$ cat src/design/assert_macros.svh
// Concurrent assertion helpers, sampled on clk_i, disabled in reset.
`ifndef ASSERT_MACROS_SVH
`define ASSERT_MACROS_SVH

`define ASSERT_IMPLIES(label, ante, cons, msg) \
  label: assert property (@(posedge clk_i) disable iff (!rst_ni) (ante) |-> (cons)) \
    else $error(msg);

`define ASSERT_NEVER(label, cond, msg) \
  label: assert property (@(posedge clk_i) disable iff (!rst_ni) !(cond)) \
    else $error(msg);

`endif

$ cat src/design/dlr_pkg.sv
`timescale 1ns / 1ps

package dlr_pkg;

  localparam int COORD_BITS = 12;
  localparam int COLOR_BITS = 16;
  localparam int DASH_BITS  = 16;
  localparam int MODE_BITS  = 2;
  localparam int ERR_BITS   = COORD_BITS + 3;
  localparam int REM_BITS   = COORD_BITS + 1;

  localparam logic REQ_LOAD    = 1'b0;
  localparam logic REQ_ADVANCE = 1'b1;

  localparam logic [MODE_BITS-1:0] MODE_SOLID       = 2'd0;
  localparam logic [MODE_BITS-1:0] MODE_TRANSLUCENT = 2'd1;
  localparam logic [MODE_BITS-1:0] MODE_DASHED      = 2'd2;
  localparam logic [MODE_BITS-1:0] MODE_TWO_COLOR   = 2'd3;

  typedef struct packed {
    logic                  req_type;
    logic [COORD_BITS-1:0] start_x;
    logic [COORD_BITS-1:0] start_y;
    logic [COORD_BITS-1:0] end_x;
    logic [COORD_BITS-1:0] end_y;
    logic [MODE_BITS-1:0]  draw_mode;
    logic [DASH_BITS-1:0]  dash_len;
    logic [COLOR_BITS-1:0] color_a;
    logic [COLOR_BITS-1:0] color_b;
  } req_t;

  typedef struct packed {
    logic [COORD_BITS-1:0] pixel_x;
    logic [COORD_BITS-1:0] pixel_y;
    logic [COLOR_BITS-1:0] pixel_color;
    logic                  write_pixel;
    logic                  translucent;
    logic                  last_pixel;
  } pix_t;

  // Input register towards the core.
  typedef struct packed {
    logic valid;
    req_t req;
  } stage_t;

  // Core status seen by the top level.
  typedef struct packed {
    logic                 take;
    logic                 busy;
    logic [MODE_BITS-1:0] mode;
  } core_status_t;

endpackage

$ cat src/design/dashed_line_rasterizer.sv
`timescale 1ns / 1ps
// Channel   Direction  Handshake                Payload
// request   in         in_valid_i / in_ready_o  in_data_i  (req_t)
// pixel     out        out_valid_o / out_ready_i out_data_o (pix_t)
//
// A request transaction passes through the input register, and Bresenham step and segment logic
// feed the pixel register on out_data_o. One request per cycle while the pixel output is not stalled.
// Loads and advances with no active line produce no pixel.
// Reset (rst_ni low, asynchronous) leaves no line active.
// A stalled pixel register holds the core; the input register still takes one request.

module dashed_line_rasterizer
  import dlr_pkg::*;
(
  input  logic clk_i,
  input  logic rst_ni,
  input  logic in_valid_i,
  output logic in_ready_o,
  input  req_t in_data_i,
  output logic out_valid_o,
  input  logic out_ready_i,
  output pix_t out_data_o
);

  `include "assert_macros.svh"

  stage_t       stage;
  core_status_t status;

  dlr_in_reg u_in_reg (
    .clk_i      (clk_i),
    .rst_ni     (rst_ni),
    .in_valid_i (in_valid_i),
    .in_ready_o (in_ready_o),
    .in_data_i  (in_data_i),
    .take_i     (status.take),
    .stage_o    (stage)
  );

  dlr_core u_core (
    .clk_i       (clk_i),
    .rst_ni      (rst_ni),
    .stage_i     (stage),
    .out_valid_o (out_valid_o),
    .out_ready_i (out_ready_i),
    .out_data_o  (out_data_o),
    .status_o    (status)
  );

  `ASSERT_IMPLIES(a_last_ends_line, out_valid_o && out_data_o.last_pixel, !status.busy, "line still active after last pixel")
  `ASSERT_IMPLIES(a_gap_only_dashed, out_valid_o && !out_data_o.write_pixel, status.mode == MODE_DASHED, "dash gap outside dashed mode")
  `ASSERT_IMPLIES(a_stall_cause, !in_ready_o, stage.valid && out_valid_o && !out_ready_i, "input stalled without a blocked pixel")
  `ASSERT_NEVER(a_take_without_item, status.take && !stage.valid, "core took an empty stage")

endmodule

$ cat src/design/dlr_in_reg.sv
`timescale 1ns / 1ps

module dlr_in_reg
  import dlr_pkg::*;
(
  input  logic   clk_i,
  input  logic   rst_ni,
  input  logic   in_valid_i,
  output logic   in_ready_o,
  input  req_t   in_data_i,
  input  logic   take_i,
  output stage_t stage_o
);

  logic valid_q, valid_d;
  req_t req_q;

  assign in_ready_o = !valid_q || take_i;
  assign valid_d    = in_ready_o ? in_valid_i : valid_q;

  always_ff @(posedge clk_i or negedge rst_ni) begin
    if (!rst_ni) begin
      valid_q <= 1'b0;
    end else begin
      valid_q <= valid_d;
    end
  end

  always_ff @(posedge clk_i) begin
    if (in_ready_o && in_valid_i) begin
      req_q <= in_data_i;
    end
  end

  assign stage_o.valid = valid_q;
  assign stage_o.req   = req_q;

endmodule

$ cat src/design/dlr_core.sv
`timescale 1ns / 1ps

module dlr_core
  import dlr_pkg::*;
(
  input  logic         clk_i,
  input  logic         rst_ni,
  input  stage_t       stage_i,
  output logic         out_valid_o,
  input  logic         out_ready_i,
  output pix_t         out_data_o,
  output core_status_t status_o
);

  logic                       busy_q, busy_d;
  logic [COORD_BITS-1:0]      cur_x_q, cur_x_d, cur_y_q, cur_y_d;
  logic                       x_neg_q, x_neg_d, y_neg_q, y_neg_d, x_major_q, x_major_d;
  logic signed [ERR_BITS-1:0] err_q, err_d, inc_str_q, inc_str_d, inc_diag_q, inc_diag_d;
  logic [REM_BITS-1:0]        rem_q, rem_d;
  logic [DASH_BITS-1:0]       seg_cnt_q, seg_cnt_d, seg_len_q, seg_len_d;
  logic                       seg_tog_q, seg_tog_d;
  logic [MODE_BITS-1:0]       mode_q, mode_d;
  logic [COLOR_BITS-1:0]      col_a_q, col_a_d, col_b_q, col_b_d;
  logic                       out_valid_q, out_valid_d;
  pix_t                       out_q, out_d;

  logic                       take;
  logic [COORD_BITS-1:0]      dx, dy, major, minor;
  logic signed [ERR_BITS-1:0] two_minor, two_major;
  logic [DASH_BITS-1:0]       seg_inc;
  logic                       diag;

  assign take = stage_i.valid && (!out_valid_q || out_ready_i);

  always_comb begin
    dx        = (stage_i.req.start_x > stage_i.req.end_x) ?
                stage_i.req.start_x - stage_i.req.end_x :
                stage_i.req.end_x - stage_i.req.start_x;
    dy        = (stage_i.req.start_y > stage_i.req.end_y) ?
                stage_i.req.start_y - stage_i.req.end_y :
                stage_i.req.end_y - stage_i.req.start_y;
    major     = (dx >= dy) ? dx : dy;
    minor     = (dx >= dy) ? dy : dx;
    two_minor = ERR_BITS'({minor, 1'b0});
    two_major = ERR_BITS'({major, 1'b0});
    seg_inc   = seg_cnt_q + DASH_BITS'(1);
    diag      = !err_q[ERR_BITS-1] && (err_q != ERR_BITS'(0));

    busy_d      = busy_q;
    cur_x_d     = cur_x_q;
    cur_y_d     = cur_y_q;
    x_neg_d     = x_neg_q;
    y_neg_d     = y_neg_q;
    x_major_d   = x_major_q;
    err_d       = err_q;
    inc_str_d   = inc_str_q;
    inc_diag_d  = inc_diag_q;
    rem_d       = rem_q;
    seg_cnt_d   = seg_cnt_q;
    seg_len_d   = seg_len_q;
    seg_tog_d   = seg_tog_q;
    mode_d      = mode_q;
    col_a_d     = col_a_q;
    col_b_d     = col_b_q;
    out_valid_d = out_valid_q && !out_ready_i;
    out_d       = out_q;

    if (take) begin
      if (stage_i.req.req_type == REQ_LOAD) begin
        x_neg_d    = stage_i.req.start_x > stage_i.req.end_x;
        y_neg_d    = stage_i.req.start_y > stage_i.req.end_y;
        x_major_d  = dx >= dy;
        inc_str_d  = two_minor;
        inc_diag_d = two_minor - two_major;
        err_d      = two_minor - ERR_BITS'(major);
        rem_d      = REM_BITS'(major) + REM_BITS'(1);
        cur_x_d    = stage_i.req.start_x;
        cur_y_d    = stage_i.req.start_y;
        mode_d     = stage_i.req.draw_mode;
        seg_len_d  = stage_i.req.dash_len;
        col_a_d    = stage_i.req.color_a;
        col_b_d    = stage_i.req.color_b;
        seg_cnt_d  = '0;
        seg_tog_d  = 1'b0;
        busy_d     = 1'b1;
      end else if (busy_q) begin
        out_valid_d       = 1'b1;
        out_d.pixel_x     = cur_x_q;
        out_d.pixel_y     = cur_y_q;
        out_d.pixel_color = (mode_q == MODE_TWO_COLOR && seg_tog_q) ? col_b_q : col_a_q;
        out_d.write_pixel = !(mode_q == MODE_DASHED && seg_tog_q);
        out_d.translucent = mode_q == MODE_TRANSLUCENT;
        out_d.last_pixel  = rem_q == REM_BITS'(1);

        if (seg_len_q != '0 && seg_inc == seg_len_q) begin
          seg_cnt_d = '0;
          seg_tog_d = !seg_tog_q;
        end else begin
          seg_cnt_d = seg_inc;
        end

        if (diag || x_major_q) begin
          cur_x_d = x_neg_q ? cur_x_q - COORD_BITS'(1) : cur_x_q + COORD_BITS'(1);
        end
        if (diag || !x_major_q) begin
          cur_y_d = y_neg_q ? cur_y_q - COORD_BITS'(1) : cur_y_q + COORD_BITS'(1);
        end
        err_d  = diag ? err_q + inc_diag_q : err_q + inc_str_q;
        rem_d  = rem_q - REM_BITS'(1);
        busy_d = rem_q != REM_BITS'(1);
      end
    end
  end

  always_ff @(posedge clk_i or negedge rst_ni) begin
    if (!rst_ni) begin
      busy_q      <= 1'b0;
      cur_x_q     <= '0;
      cur_y_q     <= '0;
      x_neg_q     <= 1'b0;
      y_neg_q     <= 1'b0;
      x_major_q   <= 1'b0;
      err_q       <= '0;
      inc_str_q   <= '0;
      inc_diag_q  <= '0;
      rem_q       <= '0;
      seg_cnt_q   <= '0;
      seg_len_q   <= '0;
      seg_tog_q   <= 1'b0;
      mode_q      <= MODE_SOLID;
      col_a_q     <= '0;
      col_b_q     <= '0;
      out_valid_q <= 1'b0;
    end else begin
      busy_q      <= busy_d;
      cur_x_q     <= cur_x_d;
      cur_y_q     <= cur_y_d;
      x_neg_q     <= x_neg_d;
      y_neg_q     <= y_neg_d;
      x_major_q   <= x_major_d;
      err_q       <= err_d;
      inc_str_q   <= inc_str_d;
      inc_diag_q  <= inc_diag_d;
      rem_q       <= rem_d;
      seg_cnt_q   <= seg_cnt_d;
      seg_len_q   <= seg_len_d;
      seg_tog_q   <= seg_tog_d;
      mode_q      <= mode_d;
      col_a_q     <= col_a_d;
      col_b_q     <= col_b_d;
      out_valid_q <= out_valid_d;
    end
  end

  always_ff @(posedge clk_i) begin
    out_q <= out_d;
  end

  assign out_valid_o   = out_valid_q;
  assign out_data_o    = out_q;
  assign status_o.take = take;
  assign status_o.busy = busy_q;
  assign status_o.mode = mode_q;

endmodule
$ cat config.mk
export PLATFORM = sky130hd
export DESIGN_NAME = dashed_line_rasterizer
export DESIGN_NICKNAME = d
export VERILOG_FILES = /design/src/design/dlr_pkg.sv /design/src/design/dashed_line_rasterizer.sv /design/src/design/dlr_in_reg.sv /design/src/design/dlr_core.sv
export VERILOG_INCLUDE_DIRS = /design/src /design/src/design
export SDC_FILE = /design/constraint.sdc
export NUM_CORES = 1
export LEC_CHECK = 0
export BUFFER_PORTS_ARGS = -buffer_cell sky130_fd_sc_hd__buf_2
export CAP_MARGIN = 40
export CORE_ASPECT_RATIO = 1.2
export CORE_UTILIZATION = 30
export CTS_BUF_LIST = sky130_fd_sc_hd__clkbuf_8
export DETAILED_ROUTE_END_ITERATION = 10
export PLACE_DENSITY_LB_ADDON = 0.2
export SYNTH_ARGS = -nofsm -noshare
export SYNTH_HDL_FRONTEND = slang
export SYNTH_SLANG_ARGS = --single-unit
$ cat constraint.sdc
create_clock -name clk_i -period 7.3 [get_ports clk_i]
set_input_delay 0 -clock clk_i [delete_from_list [all_inputs] [get_ports clk_i]]
set_output_delay 0 -clock clk_i [all_outputs]
set_load 0.05 [all_outputs]
==> results by group <==
Routing
  • DRC errors left: 0
  • Final wirelength: 47400 um
  • Routed Antenna Nets: 0
  • Drt initial violations: 645
  • DR vias/cell: 4.82
  • Wire per inst: 17.0 um
  • Detailed-route via count: 13431
  • Drt pass-1 iters: 6

Global routing
  • Gr ovfl total: 0
  • All-Layer GR Usage: 16.7%
  • First-pass GRT wire length: 74900 um
  • Largest net degree at the start of global routing: 64
  • Initial antenna violation count: 1
  • Vias in the first global route: ~14000

Synth
  • Cell count after synthesis: 1704
  • #FFs+latches synth: 292
  • Simple-gate area share of the yosys netlist: about 15%
  • Cell area after synthesis: 16900 um2
  • Avg Synthesized Cell Area: 9.93 um2
  • Mapped Nets: 1914
  • Compound-Gate Fraction of Synth Area: 15.8%
  • Synth area leaders: edfxtp_1 25%, dfrtp_1 22%, ha_1 7.4%
  • EDFF count, synth: 142
  • Synth Area in Adders: 8.71%
  • Register area share after synthesis: roughly 47%
  • Synth async-reset ratio: 51.4%
  • Synth top area share: 25.2%
  • Mux share of post-synthesis cell area: between 4 and 5%
  • Post-synth cell types: 95
  • Warnings from Yosys: 0
  • Post-synthesis xor/xnor area fraction: 5.43%
  • Most used DFF post-synth: dfrtp_1
  • Synth area leader: edfxtp_1
  • Largest family of logic cells by synthesized area: compound AO/OA/AOI/OAI gates

Power
  • Leakage power: 9.32 nW
  • Worst VDD drop: 273 uV
  • Pwr/cell area: 396 nW/um2

Place
  • DP HPWL: around 33000 um
  • Dpl cells: 2542
  • Number of port buffers: 147
  • Final GP Congestion: 0.853

Timing
  • Fin. max-slew vios: 0
  • Min Hold Slack: ~55 ps
  • Max transition margin: 43.8%
  • Final Critical Period: 6870 ps
  • FMAX: 0.146 GHz
  • RSZ-0062 raised after global routing: no
  • Setup violators final: 0
  • Final period util: between 90 and 100%
  • Final count of hold timing violations: 0
  • Post-Route Skew: 51.1 ps
  • Worst-Margin Slew: around 840 ps
  • Setup TNS: 0 ps

Clock network
  • Clk slew on worst S/H paths: 60 ps
  • Worst-skew pair later-pin latency: 670 ps
  • CTS Sinks: roughly 290
  • CTS Root Cell: clkbuf_8
  • Clk buf depth: 3
  • TritonCTS clock tree: built
  • Setup bufs post-CTS: 0
  • Num CTS Buffers: between 50 and 60
  • CTS H-Tree Depth: 2

Floorplanning
  • Starting Density: between 30% and 40%
  • Core outline area: 55900 um2
  • Die width: 219 um
  • Die area: 57400 um2
  • Row count: 95
  • IO Pins: 148
  • Die Y: 262 um

Flow run
  • Max-cap violations: 0

Cells and area
  • Final non-filler cell total: 2789
  • Area delta synth->final: 25.0%
  • Layout cells sized above 1: 16.4%
  • Final layout net count: 2225

Worst setup path
  • Critical path endpoint category: register
  • CP max-delay cell: edfxtp_1
  • CP Max Fanout: 9
  • Critical path arrival: ~7400 ps
  • Critical Path Source Type: register
  • Setup CP Type: register to register
  • Req. time, crit path: 7860 ps
  • CP peak stage delay: 420 ps

Min path
  • Worst min-delay path category: input pin to register

Run status
  • Status: finished clean
==> final timing paths <==
| kind | depth (start not counted) | slack, ps | start | to |
|---|---|---|---|---|
| min | 2 | 60 | in_data_i[66] | u_in_reg.stage_o[66]$_DFFE_PP_ |
| min reg2reg | 2 | 400 | u_in_reg.stage_o[23]$_DFFE_PP_ | u_core.col_a_q[7]$_DFFE_PN0P_ |
| max reg2reg | 28 | 430 | u_in_reg.stage_o[86]$_DFFE_PP_ | u_core.err_q[12]$_DFFE_PN0P_ |
| max in group asynchronous | 4 | 5850 | rst_ni | u_core.cur_x_q[0]$_DFFE_PN0P_ |
| max | 28 | 430 | u_in_reg.stage_o[86]$_DFFE_PP_ | u_core.err_q[12]$_DFFE_PN0P_ |
| min in group asynchronous | 3 | 440 | rst_ni | u_core.seg_len_q[3]$_DFFE_PN0P_ |
==> where the power goes <==
part           leakage (nW)  switching [W]  internal, W  total (W)
clock network         0.617       0.000753     0.000818    0.00157
logic                  5.51        0.00256      0.00180    0.00436
registers              3.20       0.000291      0.00214    0.00244
total                  9.32        0.00360      0.00476    0.00836
==> sequential cells by signal, indices dropped and copies added (netlist names), 2 cells and up <==
name and flops:
u_core.cur_y_q 12, u_core.rem_q 13, u_core.col_a_q 16, u_core.out_data_o 43, u_core.mode_q 2, u_core.seg_cnt_q 16
u_core.inc_str_q 12, u_core.col_b_q 16, u_in_reg.stage_o 99, u_core.cur_x_q 12, u_core.seg_len_q 16, u_core.err_q 15
u_core.inc_diag_q 13
==> cells in the mapped netlist, drive strengths merged, types with 21 or more instances <==
library cell  instances
a21o                 24
a21oi               127
clkbuf               47
dfrtp               150
edfxtp              142
ha                  100
inv                 103
mux2                 38
mux2i                28
nand2               293
nand2b               21
nand3                22
nor2                 86
nor3                 29
o21ai               115
xnor2                68
xor2                 36
==> metrics by stage <==
stage | utilization, % | worst slack [ps] | total power, W | instance area (um2)
finish | 37.9 | 432 | 0.00836 | 21100
global route | 37.9 | 36.0 | 0.00906 | 21100
CTS | 37.8 | 326 | 0.00843 | 21100
detailed placement | 33.3 | 348 | 0.00672 | 18600
global placement | 33.1 | 526 | 0.00667 | 18500
floorplan | - | 784 | 0.00564 | 16900
==> cell type report <==
type	count	area, um2
tap	727	910
sequential	292	8020
multi-input combinational	1245	8290
timing repair buffer	318	2450
clock inverter	44	280
fill	5508	34700
antenna	1	2.50
inverter	104	390
clock buffer	58	798
==> layout by cell type, fill, tap and decap left out, types with 10 or more instances in the layout <==
master | netlist | final
and3_1 | 12 | 12
a21o_1 | 24 | 24
ha_1 | 100 | 100
dlygate4sd3_1 | 0 | 143
nor4_1 | 11 | 11
o31ai_1 | 12 | 12
a211oi_1 | 13 | 13
o21a_1 | 10 | 10
inv_1 | 101 | 117
o21ai_0 | 99 | 99
o21ai_1 | 15 | 14
o21bai_1 | 16 | 16
mux2i_1 | 27 | 27
clkinv_1 | 1 | 10
nor3_1 | 29 | 29
nand3_1 | 22 | 21
nand2b_1 | 21 | 21
xor2_1 | 36 | 36
edfxtp_1 | 142 | 142
buf_2 | 6 | 146
dfrtp_1 | 150 | 150
nor2_1 | 84 | 82
xnor2_1 | 67 | 67
mux2_2 | 37 | 37
and2_1 | 12 | 11
buf_4 | 5 | 22
clkbuf_8 | 0 | 58
nor2b_1 | 13 | 13
clkinv_2 | 0 | 11
a31oi_1 | 15 | 15
nand2_1 | 292 | 292
a21oi_1 | 125 | 123
==> critical path: cells and delay by family (launching register included) <==
family                   cells  cell delay (ps)
AO/OA/AOI/OAI               15             3770
adder cells (fa/ha/maj)      5             1390
XOR/XNOR                     3              670
flip-flops                   1              420
AND/OR/NAND/NOR              2              300
buffers and inverters        3              250
==> cells by family (layout without fill, tap and decap cells) <==
family,after synthesis,in the layout
AO/OA/AOI/OAI,417,417
XOR/XNOR,104,104
adder cells (fa/ha/maj),115,115
buffers and inverters,167,524
flip-flops,292,292
multiplexers,66,66
other,0,1
AND/OR/NAND/NOR,543,543
==> routing by layer <==
layer  vias to the layer above  GRT usage, %  routed length, um
met4                         0          5.56               1250
met1                      6384          20.4              20500
met2                       300          29.6              23800
met3                        84          2.74               1880
li1                       6663             -                  -
met5                         -             0                  0
==> repair_timing <==
action / CTS / global route
resized for setup: 0 / 3
setup endpoints to repair: 0 / 8
hold endpoints to repair: 199 / 2
hold buffers: 142 / 2
No activity file was read; power rests on OpenSTA's default activity.
